### src/design/irpce_pkg.sv
// Shared types and constants of the infrared packed code expander.
// No dependencies; used by the bit engine, the top level and the checker.
package irpce_pkg;

	typedef enum logic [1:0] {
		KIND_WRITE_TIME = 2'd0,
		KIND_BEGIN      = 2'd1,
		KIND_BYTE       = 2'd2
	} kind_t;

	localparam int BPI_W      = 3;
	localparam int IDX_W      = 4;
	localparam int CNT_W      = 3;
	localparam int TIME_IDX_W = 5;
	localparam int TIME_W     = 16;
	localparam int PAIR_CNT_W = 10;
	localparam int BYTE_BITS  = 8;
	localparam int BITS_LEFT_W = 4;
	localparam int DUR_W      = 15;
	localparam int SCALED_W   = 20;

	localparam logic [BPI_W-1:0] BPI_RESET = 3'd2;
	localparam logic [BPI_W-1:0] BPI_MIN   = 3'd1;
	localparam logic [BPI_W-1:0] BPI_MAX   = 3'd4;
	localparam logic [DUR_W-1:0] DURATION_MAX = 15'h7fff;

	typedef struct packed {
		kind_t                   kind;
		logic [TIME_IDX_W-1:0]   time_index;
		logic [TIME_W-1:0]       time_value;
		logic [PAIR_CNT_W-1:0]   pair_count;
		logic [BYTE_BITS-1:0]    code_byte;
	} in_item_t;

	typedef struct packed {
		logic [DUR_W-1:0] on_time_us;
		logic [DUR_W-1:0] off_time_us;
		logic             last;
	} out_item_t;

	// Lookup request from the bit engine to the timing table stage.
	typedef struct packed {
		logic             valid;
		logic [IDX_W-1:0] index;
		logic             last;
	} irpce_req_t;

endpackage

### src/design/irpce_bit_engine.sv
// Bit engine: shifts a packed code byte out one bit per cycle unless held by
// the lookup stage; gathers pair indices, counts down pairs. Uses irpce_pkg.
module irpce_bit_engine #(
	parameter int MAX_PAIRS = 1023
) (
	input  logic                               clk,
	input  logic                               arst_n,
	input  logic [irpce_pkg::BPI_W-1:0]        bits_per_index,
	input  logic                               begin_code,
	input  logic [irpce_pkg::PAIR_CNT_W-1:0]   pair_count,
	input  logic                               load_byte,
	input  logic [irpce_pkg::BYTE_BITS-1:0]    code_byte,
	input  logic                               req_ready,
	output irpce_pkg::irpce_req_t              req,
	output logic                               hold
);
	import irpce_pkg::*;

	localparam int PW = $clog2(MAX_PAIRS + 1);
	localparam logic [PW-1:0] PAIRS_MAX = PW'(MAX_PAIRS);

	logic [BYTE_BITS-1:0]   byte_q;
	logic [BITS_LEFT_W-1:0] bits_left_q;
	logic                   busy_q;
	logic [IDX_W-1:0]       acc_q;
	logic [CNT_W-1:0]       cnt_q;
	logic [PW-1:0]          pairs_q;

	logic [BPI_W-1:0] width;
	logic [IDX_W-1:0] acc_n;
	logic [CNT_W-1:0] cnt_n;
	logic             complete;
	logic             step;
	logic             issue;
	logic             finish;
	logic [PW-1:0]    pairs_step;
	logic [PW-1:0]    pairs_load;

	always_comb begin
		if (bits_per_index < BPI_MIN) begin
			width = BPI_MIN;
		end else if (bits_per_index > BPI_MAX) begin
			width = BPI_MAX;
		end else begin
			width = bits_per_index;
		end
	end

	assign acc_n    = {acc_q[IDX_W-2:0], byte_q[BYTE_BITS-1]};
	assign cnt_n    = cnt_q + CNT_W'(1);
	assign complete = cnt_n >= width;

	// A completed index may only advance when the lookup stage can take it.
	assign step  = busy_q && (pairs_q != '0) && (!complete || req_ready);
	assign issue = step && complete;

	assign finish = busy_q && ((pairs_q == '0) ||
		(step && ((bits_left_q == BITS_LEFT_W'(1)) ||
		(complete && (pairs_q == PW'(1))))));

	assign pairs_step = issue ? pairs_q - PW'(1) : pairs_q;
	assign pairs_load = (32'(pair_count) > MAX_PAIRS) ? PAIRS_MAX : PW'(pair_count);

	assign req.valid = issue;
	assign req.index = acc_n;
	assign req.last  = (pairs_q == PW'(1));
	assign hold      = busy_q && !finish;

	always_ff @(posedge clk or negedge arst_n) begin
		if (!arst_n) begin
			bits_left_q <= '0;
			busy_q      <= 1'b0;
			acc_q       <= '0;
			cnt_q       <= '0;
			pairs_q     <= '0;
		end else begin
			if (step) begin
				bits_left_q <= bits_left_q - BITS_LEFT_W'(1);
				acc_q       <= complete ? '0 : acc_n;
				cnt_q       <= complete ? '0 : cnt_n;
				pairs_q     <= pairs_step;
			end
			if (finish) begin
				busy_q <= 1'b0;
			end
			// A new transaction is only taken when hold is low, so it lands in the
			// cycle of the last step of the byte in progress and overrides that step.
			if (begin_code) begin
				pairs_q <= pairs_load;
				acc_q   <= '0;
				cnt_q   <= '0;
			end
			if (load_byte && (pairs_step != '0)) begin
				busy_q      <= 1'b1;
				bits_left_q <= BITS_LEFT_W'(BYTE_BITS);
			end
		end
	end

	always_ff @(posedge clk) begin
		if (load_byte) begin
			byte_q <= code_byte;
		end else if (step) begin
			byte_q <= {byte_q[BYTE_BITS-2:0], 1'b0};
		end
	end

endmodule

### src/design/ir_packed_code_expander_core.sv
// Infrared packed code expander. The bit engine shifts a packed code byte
// out one bit per cycle while the lookup stage can take its indices, and
// stops early when the code's last pair ends inside the byte; the next
// transaction is taken in the cycle the byte's last bit is handled. Each
// completed index reads its on and off times from the timing memory through
// its two read ports into the read register and then the output register, one
// result per cycle while the output is not stalled. The timing memory holds
// no reset value: entries must be written before a code refers to them.
module ir_packed_code_expander_core #(
	parameter int TIME_ENTRIES = 32,
	parameter int MAX_PAIRS    = 1023
) (
	input  logic                         clk,
	input  logic                         arst_n,
	input  logic                         cfg_we,
	input  logic [irpce_pkg::BPI_W-1:0]  cfg_wdata,
	input  logic                         in_valid,
	output logic                         in_stall,
	input  irpce_pkg::in_item_t          in_data,
	output logic                         out_valid,
	input  logic                         out_stall,
	output irpce_pkg::out_item_t         out_data
);
	import irpce_pkg::*;

	localparam int AW = (TIME_ENTRIES > 1) ? $clog2(TIME_ENTRIES) : 1;
	localparam int ADDR_SPAN = 2 ** (IDX_W + 1);

	typedef logic [AW-1:0] wrap_tab_t [ADDR_SPAN];

	// Pair addresses wrap around the table; worked out at elaboration.
	function automatic wrap_tab_t build_wrap();
		wrap_tab_t t;
		for (int i = 0; i < ADDR_SPAN; i++) begin
			t[i] = AW'(i % TIME_ENTRIES);
		end
		return t;
	endfunction

	localparam wrap_tab_t WRAP_ADDR = build_wrap();

	function automatic logic [DUR_W-1:0] scale_time(input logic [TIME_W-1:0] v);
		logic [SCALED_W-1:0] s;
		s = {1'b0, v, 3'b000} + {3'b000, v, 1'b0};
		return (s > SCALED_W'(DURATION_MAX)) ? DURATION_MAX : s[DUR_W-1:0];
	endfunction

	logic [TIME_W-1:0] mem [TIME_ENTRIES];

	logic [BPI_W-1:0]  bpi_q;
	logic              in_accept;
	logic              begin_code;
	logic              load_byte;
	logic              write_time;
	logic              hold;
	irpce_req_t        req;
	logic              can_s1;
	logic              can_s2;

	logic              valid_s1;
	logic              last_s1;
	logic [TIME_W-1:0] on_raw_s1;
	logic [TIME_W-1:0] off_raw_s1;
	logic              valid_s2;
	out_item_t         data_s2;

	assign in_stall  = hold;
	assign in_accept = in_valid && !in_stall;

	always_comb begin
		begin_code = 1'b0;
		load_byte  = 1'b0;
		write_time = 1'b0;
		unique case (in_data.kind)
			KIND_WRITE_TIME: write_time = in_accept &&
				(32'(in_data.time_index) < TIME_ENTRIES);
			KIND_BEGIN:      begin_code = in_accept;
			KIND_BYTE:       load_byte  = in_accept;
			default:         ;
		endcase
	end

	always_ff @(posedge clk or negedge arst_n) begin
		if (!arst_n) begin
			bpi_q <= BPI_RESET;
		end else if (cfg_we) begin
			bpi_q <= cfg_wdata;
		end
	end

	irpce_bit_engine #(
		.MAX_PAIRS(MAX_PAIRS)
	) u_engine (
		.clk            (clk),
		.arst_n         (arst_n),
		.bits_per_index (bpi_q),
		.begin_code     (begin_code),
		.pair_count     (in_data.pair_count),
		.load_byte      (load_byte),
		.code_byte      (in_data.code_byte),
		.req_ready      (can_s1),
		.req            (req),
		.hold           (hold)
	);

	assign can_s2 = !valid_s2 || !out_stall;
	assign can_s1 = !valid_s1 || can_s2;

	// A write and a read of the same entry at one edge return the old value,
	// which matches the order of the transactions.
	always_ff @(posedge clk) begin
		if (write_time) begin
			mem[AW'(in_data.time_index)] <= in_data.time_value;
		end
		if (req.valid) begin
			on_raw_s1  <= mem[WRAP_ADDR[{req.index, 1'b0}]];
			off_raw_s1 <= mem[WRAP_ADDR[{req.index, 1'b1}]];
			last_s1    <= req.last;
		end
	end

	always_ff @(posedge clk or negedge arst_n) begin
		if (!arst_n) begin
			valid_s1 <= 1'b0;
			valid_s2 <= 1'b0;
		end else begin
			if (req.valid) begin
				valid_s1 <= 1'b1;
			end else if (can_s2) begin
				valid_s1 <= 1'b0;
			end
			if (can_s2) begin
				valid_s2 <= valid_s1;
			end
		end
	end

	always_ff @(posedge clk) begin
		if (can_s2 && valid_s1) begin
			data_s2.on_time_us  <= scale_time(on_raw_s1);
			data_s2.off_time_us <= scale_time(off_raw_s1);
			data_s2.last        <= last_s1;
		end
	end

	assign out_valid = valid_s2;
	assign out_data  = data_s2;

endmodule

### config.mk
export PLATFORM = sky130hd
export DESIGN_NAME = ir_packed_code_expander_core
export DESIGN_NICKNAME = d
export VERILOG_FILES = /design/src/design/irpce_pkg.sv /design/src/design/irpce_bit_engine.sv /design/src/design/ir_packed_code_expander_core.sv
export SDC_FILE = /design/constraint.sdc
export NUM_CORES = 1
export LEC_CHECK = 0
export BUFFER_PORTS_ARGS = -buffer_cell sky130_fd_sc_hd__buf_2
export CAP_MARGIN = 15
export CORE_AREA = 2 2 210 212
export CTS_BUF_LIST = sky130_fd_sc_hd__clkbuf_4
export CTS_CLUSTER_SIZE = 25
export DETAILED_ROUTE_END_ITERATION = 6
export DIE_AREA = 0 0 212 214
export PLACE_DENSITY = 0.88
export SLEW_MARGIN = 30
export SYNTH_ARGS = -nofsm -noshare
export SYNTH_HDL_FRONTEND = slang
export SYNTH_SLANG_ARGS = --single-unit
### constraint.sdc
create_clock -name clk -period 4.7 [get_ports clk]
set_clock_uncertainty 0.1 [all_clocks]
set_input_delay 0.94 -clock clk [delete_from_list [all_inputs] [get_ports clk]]
set_output_delay 0.94 -clock clk [all_outputs]
set_load 0.01 [all_outputs]
---- After elaboration in Yosys (flattened, before gate mapping) ----
Memory sizes are Yosys's and may differ from the RTL's. A register that Yosys moved wholly into a read port is not among the register bits.
Index checks and enable logic that the tools add are counted.
W data, S select, Z words.
word-level totals
  bits in read-only memories .............. 320
  register bits ........................... 66
  bits in writable memories ............... 512
  input bits .............................. 49
  output and inout bits ................... 33
  logic and storage cells ................. 92
  memories kept ........................... 3
memory list
  name             depth  bits a word  rd ports  clocked after Yosys merged registers in  write ports  line                                 RTL
  mem              32     16           2         2                                        1            ir_packed_code_expander_core.sv:48   logic [TIME_W-1:0] mem [TIME_ENTRIES];
  (no name shown)  32     5            1         0                                        0            ir_packed_code_expander_core.sv:117  off_raw_s1 <= mem[WRAP_ADDR[{req.index, 1'b1}]];
  (no name shown)  32     5            1         0                                        0            ir_packed_code_expander_core.sv:116  on_raw_s1 <= mem[WRAP_ADDR[{req.index, 1'b0}]];
cells by class
  reductions and logical operators ........ 30
  equal/unequal tests ..................... 4
  bitwise operators ....................... 2
  $lt $le $gt $ge ......................... 7
  multiplexer cells ....................... 28
  $add $sub $neg .......................... 5
operators with widths
  operator                 number
  $add A19 B17 Y20         2
  $gt A20 B15 Y1 const B   2
  $mux W10                 3
  $mux W3                  8
  $mux W5                  4
  $reduce_bool A10 Y1      2
  $mux W8                  2
  $ge A6 B6 Y1 const B     2
  $not A5 Y6               2
  $eq A10 B1 Y1 const B    1
  $logic_and A1 B1 Y1      10
  $logic_not A10 Y1        1
  $reduce_bool A2 Y1       5
  $sub A10 B1 Y10 const B  1
  $mux W1                  9
  $mux W4                  2
  $logic_not A1 Y1         6
  $logic_or A1 B1 Y1       5
  $eq A4 B1 Y1 const B     1
  $sub A4 B1 Y4 const B    1
  $add A3 B1 Y3 const B    1
  $ge A3 B3 Y1             1
  $gt A3 B3 Y1 const B     1
  $lt A3 B1 Y1 const B     1
  3 further kinds          3

---- Depth between registers and ports, before layout ----
  word-level depth ........................ 17
  depth in mapped cells ................... 13
  mapped depth without buffers ............ 10

---- Hierarchy ----
From an unflattened synthesis, not the netlist that was laid out.
unflattened totals
  cells, all modules ...................... 1231
  area, all modules ....................... 24936.4 um^2
by module, submodules not included
  module                        area each (um^2)  times used  sequential area each (um^2)  cells an instance
  ir_packed_code_expander_core  23184.7           1           17423.0                      1060
  irpce_bit_engine              1751.7            1           765.7                        171

---- Least setup slack after synthesis ----
OpenSTA, ideal clock, no wires.
  kind .................................... register to register
  start point ............................. reg u_engine.cnt_q[0]
  end point ............................... mem mem[13][0], enable pin
  arrival ................................. 4.196 ns
  slack ................................... -0.005 ns
  period minus slack after synthesis ...... 4.705 ns
  stages on the path, launching flop included .. 13
  data required time ...................... 4.191 ns
  cell sequence ........................... dfrtp_1 -> ha_1 -> xor2_1 -> ha_1 -> nand2_1 -> o21ai_1 -> and3_1 -> buf_2 -> a221o_4 -> nand2_2 -> or4_4 -> buf_6 -> nor3_1
between the ends
  cells in the longest elaborated chain, start to end .. 15
ends and longest elaborated chain
  what                               line                                 RTL
  from (decl)                        irpce_bit_engine.sv:26               logic [CNT_W-1:0] cnt_q;
  from (signal assigned)             irpce_bit_engine.sv:80               cnt_q <= complete ? '0 : cnt_n;
  $add A3 B1 Y3 (*)                  irpce_bit_engine.sv:50               assign cnt_n = cnt_q + CNT_W'(1);
  $ge A3 B3 Y1 (*)                   irpce_bit_engine.sv:51               assign complete = cnt_n >= width;
  $logic_not A1 Y1                   irpce_bit_engine.sv:54               assign step = busy_q && (pairs_q != '0) && (!complete || req_ready);
  $logic_or A1 B1 Y1                 irpce_bit_engine.sv:54
  $logic_and A1 B1 Y1                irpce_bit_engine.sv:54
  $logic_and A1 B1 Y1 (*)            irpce_bit_engine.sv:58               (step && ((bits_left_q == BITS_LEFT_W'(1)) ||
  $logic_or A1 B1 Y1 (*)             irpce_bit_engine.sv:57               assign finish = busy_q && ((pairs_q == '0) ||
  $logic_and A1 B1 Y1 (*)            irpce_bit_engine.sv:57
  $logic_not A1 Y1 (*)               irpce_bit_engine.sv:67               assign hold = busy_q && !finish;
  $logic_and A1 B1 Y1 (*)            irpce_bit_engine.sv:67
  $logic_not A1 Y1 (*)               ir_packed_code_expander_core.sv:68   assign in_accept = in_valid && !in_stall;
  $logic_and A1 B1 Y1 (*)            ir_packed_code_expander_core.sv:68
  $mux W1 (*)                        ir_packed_code_expander_core.sv:74   unique case (in_data.kind)
  $mux W1 (*)                        ir_packed_code_expander_core.sv:112  if (write_time) begin
  $mux W1 (not written as such) (*)  ir_packed_code_expander_core.sv:113  mem[AW'(in_data.time_index)] <= in_data.time_value;
  to (decl)                          ir_packed_code_expander_core.sv:48
Every way passes the cells marked *; elsewhere a longest branch is shown, timed or not.

---- Final worst setup path ----
  start point ............................. reg u_engine.cnt_q[0]
  end point ............................... out in_stall
between the ends
  cells in the longest elaborated chain, start to end .. 10
ends and longest elaborated chain
  what                     line                                RTL
  $add A3 B1 Y3 (*)        irpce_bit_engine.sv:50
  $ge A3 B3 Y1 (*)         irpce_bit_engine.sv:51
  $logic_not A1 Y1         irpce_bit_engine.sv:54
  $logic_or A1 B1 Y1       irpce_bit_engine.sv:54
  $logic_and A1 B1 Y1      irpce_bit_engine.sv:54
  $logic_and A1 B1 Y1 (*)  irpce_bit_engine.sv:58
  $logic_or A1 B1 Y1 (*)   irpce_bit_engine.sv:57
  $logic_and A1 B1 Y1 (*)  irpce_bit_engine.sv:57
  $logic_not A1 Y1 (*)     irpce_bit_engine.sv:67
  $logic_and A1 B1 Y1 (*)  irpce_bit_engine.sv:67
  to (decl)                ir_packed_code_expander_core.sv:18  output logic in_stall,
Marked as above.

==> flow_metrics.py <==
metrics = {
    "outcome": {
        "status": "completed",
    },
    "setup_path": {
        "crit_chain": "ha_1, xor2_1, ha_1, a21oi_1, o21ai_1, and3_2, a221o_4, inv_1, buf_2",
        "worst-endpoint-required_ps": 3660,
        "path_class": "reg -> out",
        "crit_start": "u_engine.cnt_q[0]",
        "worstPathArrival_ps": 3270,
        "reg2reg_slack_ps": 660,
        "crit_path_frequent_cell": "ha_1",
        "rr_endpoint": "mem[7][0]",
        "worstSetupEndpointType": "output pin",
        "worstSetupEndpoint": "in_stall",
        "critPathMaxStageDelay_ps": 420,
        "reg2reg_depth": 10,
        "critPathBufInv": 2,
        "cpLargestDelayFamily": "compound AO/OA/AOI/OAI gates",
        "crit_cells": 9,
        "r2r_start": "u_engine.cnt_q[0]",
        "critPathSlowestCell": "dfrtp_1",
        "cp-start-kind": "register",
        "worstPathMaxFanout": 6,
    },
    "cts": {
        "max-clock-path-buffers": 3,
        "cts.sinks": 610,
        "cts_resized": 0,
        "clk_latency_ps": 870,
        "postCtsHoldBufs": 1,
        "htreeDepth": 4,
        "cts_tree": "yes",
        "cts_buffers": 146,
        "clk_pin_slew_ps": 60,
        "cts_setup_buffers": 0,
        "cts-root-buf": "clkbuf_4",
    },
    "global_routing": {
        "antenna_found_initial": 10,
        "grt_use_total_pct": 24.4,
        "overflow": 0,
        "grt_pass1_vias": 13500,
        "grt_pass1_wl_mm": 81.0,
        "grt_max_degree": 93,
    },
    "synth": {
        "synth_edf_count": 584,
        "yosys_register_bits": 610,
        "synth_cells": 1225,
        "synth.avg_cell_area_sq_um": 20.2,
        "syn_nets": 1312,
        "synthesis.area_sq_um": 24700,
        "seq_area_frac_synth_pct": 73.7,
        "async_reset_ff_share_pct": 4.26,
        "synthFlopType": "edfxtp_1",
        "ys_types": 63,
        "ys_warn_count": 0,
    },
    "pwr": {
        "power.density_nw_per_um2": 574,
        "ir_drop_uv": 278,
        "p_leak_nw": 9.16,
        "power.total_mw": 16.1,
    },
    "floorplanning": {
        "die-width_um": 212,
        "die_area_sq_um": 45400,
        "die_h_um": 214,
        "io_pins": 82,
        "start_util_pct": 57.6,
        "rows": 76,
        "core_area_sq_um": 42900,
    },
    "sta": {
        "fmax_ghz": 0.232,
        "rsz0062_at_grt": "no",
        "tightest_slew_ps": 866,
        "worst_slack_ps": 392,
        "hold_violations": 0,
        "max-slew-margin-rel_pct": 41.4,
        "holdWs_ps": 224,
        "setup_viol": 0,
        "drv_slew": 0,
        "fin_crit_sh_pct": 91.7,
        "min_period_ps": 4310,
    },
    "cells_and_area": {
        "area_delta_synth_final_pct": 13.4,
        "layout_common_cells": "edfxtp_1, clkbuf_4, mux4_2",
        "fillers": 2675,
        "layout-drive-gt1-share_pct": 36.9,
        "final_util_pct": 65.3,
        "final_common_cell": "edfxtp_1",
        "nNetsFinal": 1531,
        "stdcell_count": 2133,
    },
    "placed_design": {
        "dp_hpwl_mm": 33.2,
        "place_congestion": 0.880,
        "dpl.cell_count": 1879,
        "io_buffers": 81,
        "dp_slack_ps": 728,
    },
    "worst_hold_path": {
        "whs_path_depth": 3,
        "hold_path.class": "in -> reg",
    },
    "drt": {
        "drt_iter0_drc": 1757,
        "routedWlPerCell_um": 25.0,
        "drt-pass1-iter-count": 6,
        "vias": 13100,
        "via_per_inst": 6.12,
        "wl_mm": 53.3,
        "ant_nets": 0,
        "drc": 0,
    },
    "job": {
        "max_cap_viol_count": 0,
    },
}
where the power goes:
group	leakage (nW)	switching [mW]	total, mW	internal, mW
clock	1.12	1.98	4.37	2.39
sequential	5.51	0.332	6.81	6.48
combinational	2.54	2.64	4.90	2.25
tightest hold or removal path, stage by stage:
cell and delay, ps:
buf_2 70, nand2_1 40, o21ai_0 70
logic make-up (layout without fill, tap and decap cells):
logic type	after synthesis	count (layout)	share of synthesized area (%)
flip-flops	610	610	73.7
AND/OR/NAND/NOR	215	215	4.60
multiplexers	170	170	15.0
AO/OA/AOI/OAI	90	90	2.41
buffers and inverters	74	392	1.28
adder cells (fa/ha/maj)	38	38	1.99
XOR/XNOR	28	28	0.993
other	0	5	0
worst min-delay path by stage:
| stage | from | end | slack, ps |
|---|---|---|---|
| floorplan | last_s1 | out_data[0] | 300 |
| global placement | last_s1 | out_data[0] | 320 |
| detailed placement | last_s1 | out_data[0] | 330 |
| CTS | cfg_wdata[0] | bpi_q[0] | 160 |
| global route | cfg_wdata[0] | bpi_q[0] | 170 |
| finish | cfg_wdata[0] | bpi_q[0] | 220 |
flip-flops by register name, indices dropped and copies added (netlist names):
| name | flops |
|---|---|
| mem | 512 |
| out_data | 31 |
| off_raw_s1 | 16 |
| on_raw_s1 | 16 |
| u_engine.pairs_q | 10 |
| u_engine.byte_q | 8 |
| u_engine.bits_left_q | 4 |
| bpi_q | 3 |
| u_engine.acc_q | 3 |
| u_engine.cnt_q | 3 |
| last_s1 | 1 |
| out_valid | 1 |
| u_engine.busy_q | 1 |
| valid_s1 | 1 |
routing by layer:
metal  vias to the layer above  routed length [um]  GRT usage, %  part of all wire (%)
li1                       5575                   -             -                     -
met1                      6601               20000          33.1                    37
met2                       772               26700          38.8                    50
met3                       100                5420          6.54                    10
met4                         4                1160          8.36                   2.2
met5                         -                  24             0                 0.045
through the flow:
step | TNS (ps) | area [sq um]
floorplan | -486 | 24700
global placement | 0 | 26100
detailed placement | 0 | 26100
CTS | 0 | 28000
global route | 0 | 28000
finish | 0 | 28000
final cells by class:
cell class | count | area [sq um] | area share (%)
Antenna cell | 5 | 12.5 | 0.0447
Clock inverter | 35 | 298 | 1.06
Inverter | 21 | 78.8 | 0.282
Sequential cell | 610 | 18200 | 65.0
Timing Repair Buffer | 124 | 776 | 2.77
Multi-Input combinational cell | 541 | 6310 | 22.6
Tap cell | 585 | 732 | 2.61
Clock buffer | 212 | 1590 | 5.68
synth_stat cells, types with 10 or more instances:
| library cell | n | area, sq um |
|---|---|---|
| buf_1 | 23 | 86.3 |
| nand2b_1 | 16 | 100 |
| ha_1 | 36 | 450 |
| clkbuf_1 | 22 | 82.6 |
| nor2_1 | 55 | 206 |
| mux4_2 | 160 | 3600 |
| xor2_1 | 11 | 96.3 |
| inv_1 | 21 | 78.8 |
| dfrtp_1 | 25 | 626 |
| o21ai_0 | 18 | 90.1 |
| a21oi_1 | 28 | 140 |
| nor3_1 | 27 | 135 |
| edfxtp_1 | 584 | 17500 |
| nand2_1 | 53 | 199 |
| xnor2_1 | 17 | 149 |
| nand3_1 | 10 | 50.1 |
No activity file was read; power rests on OpenSTA's default activity.
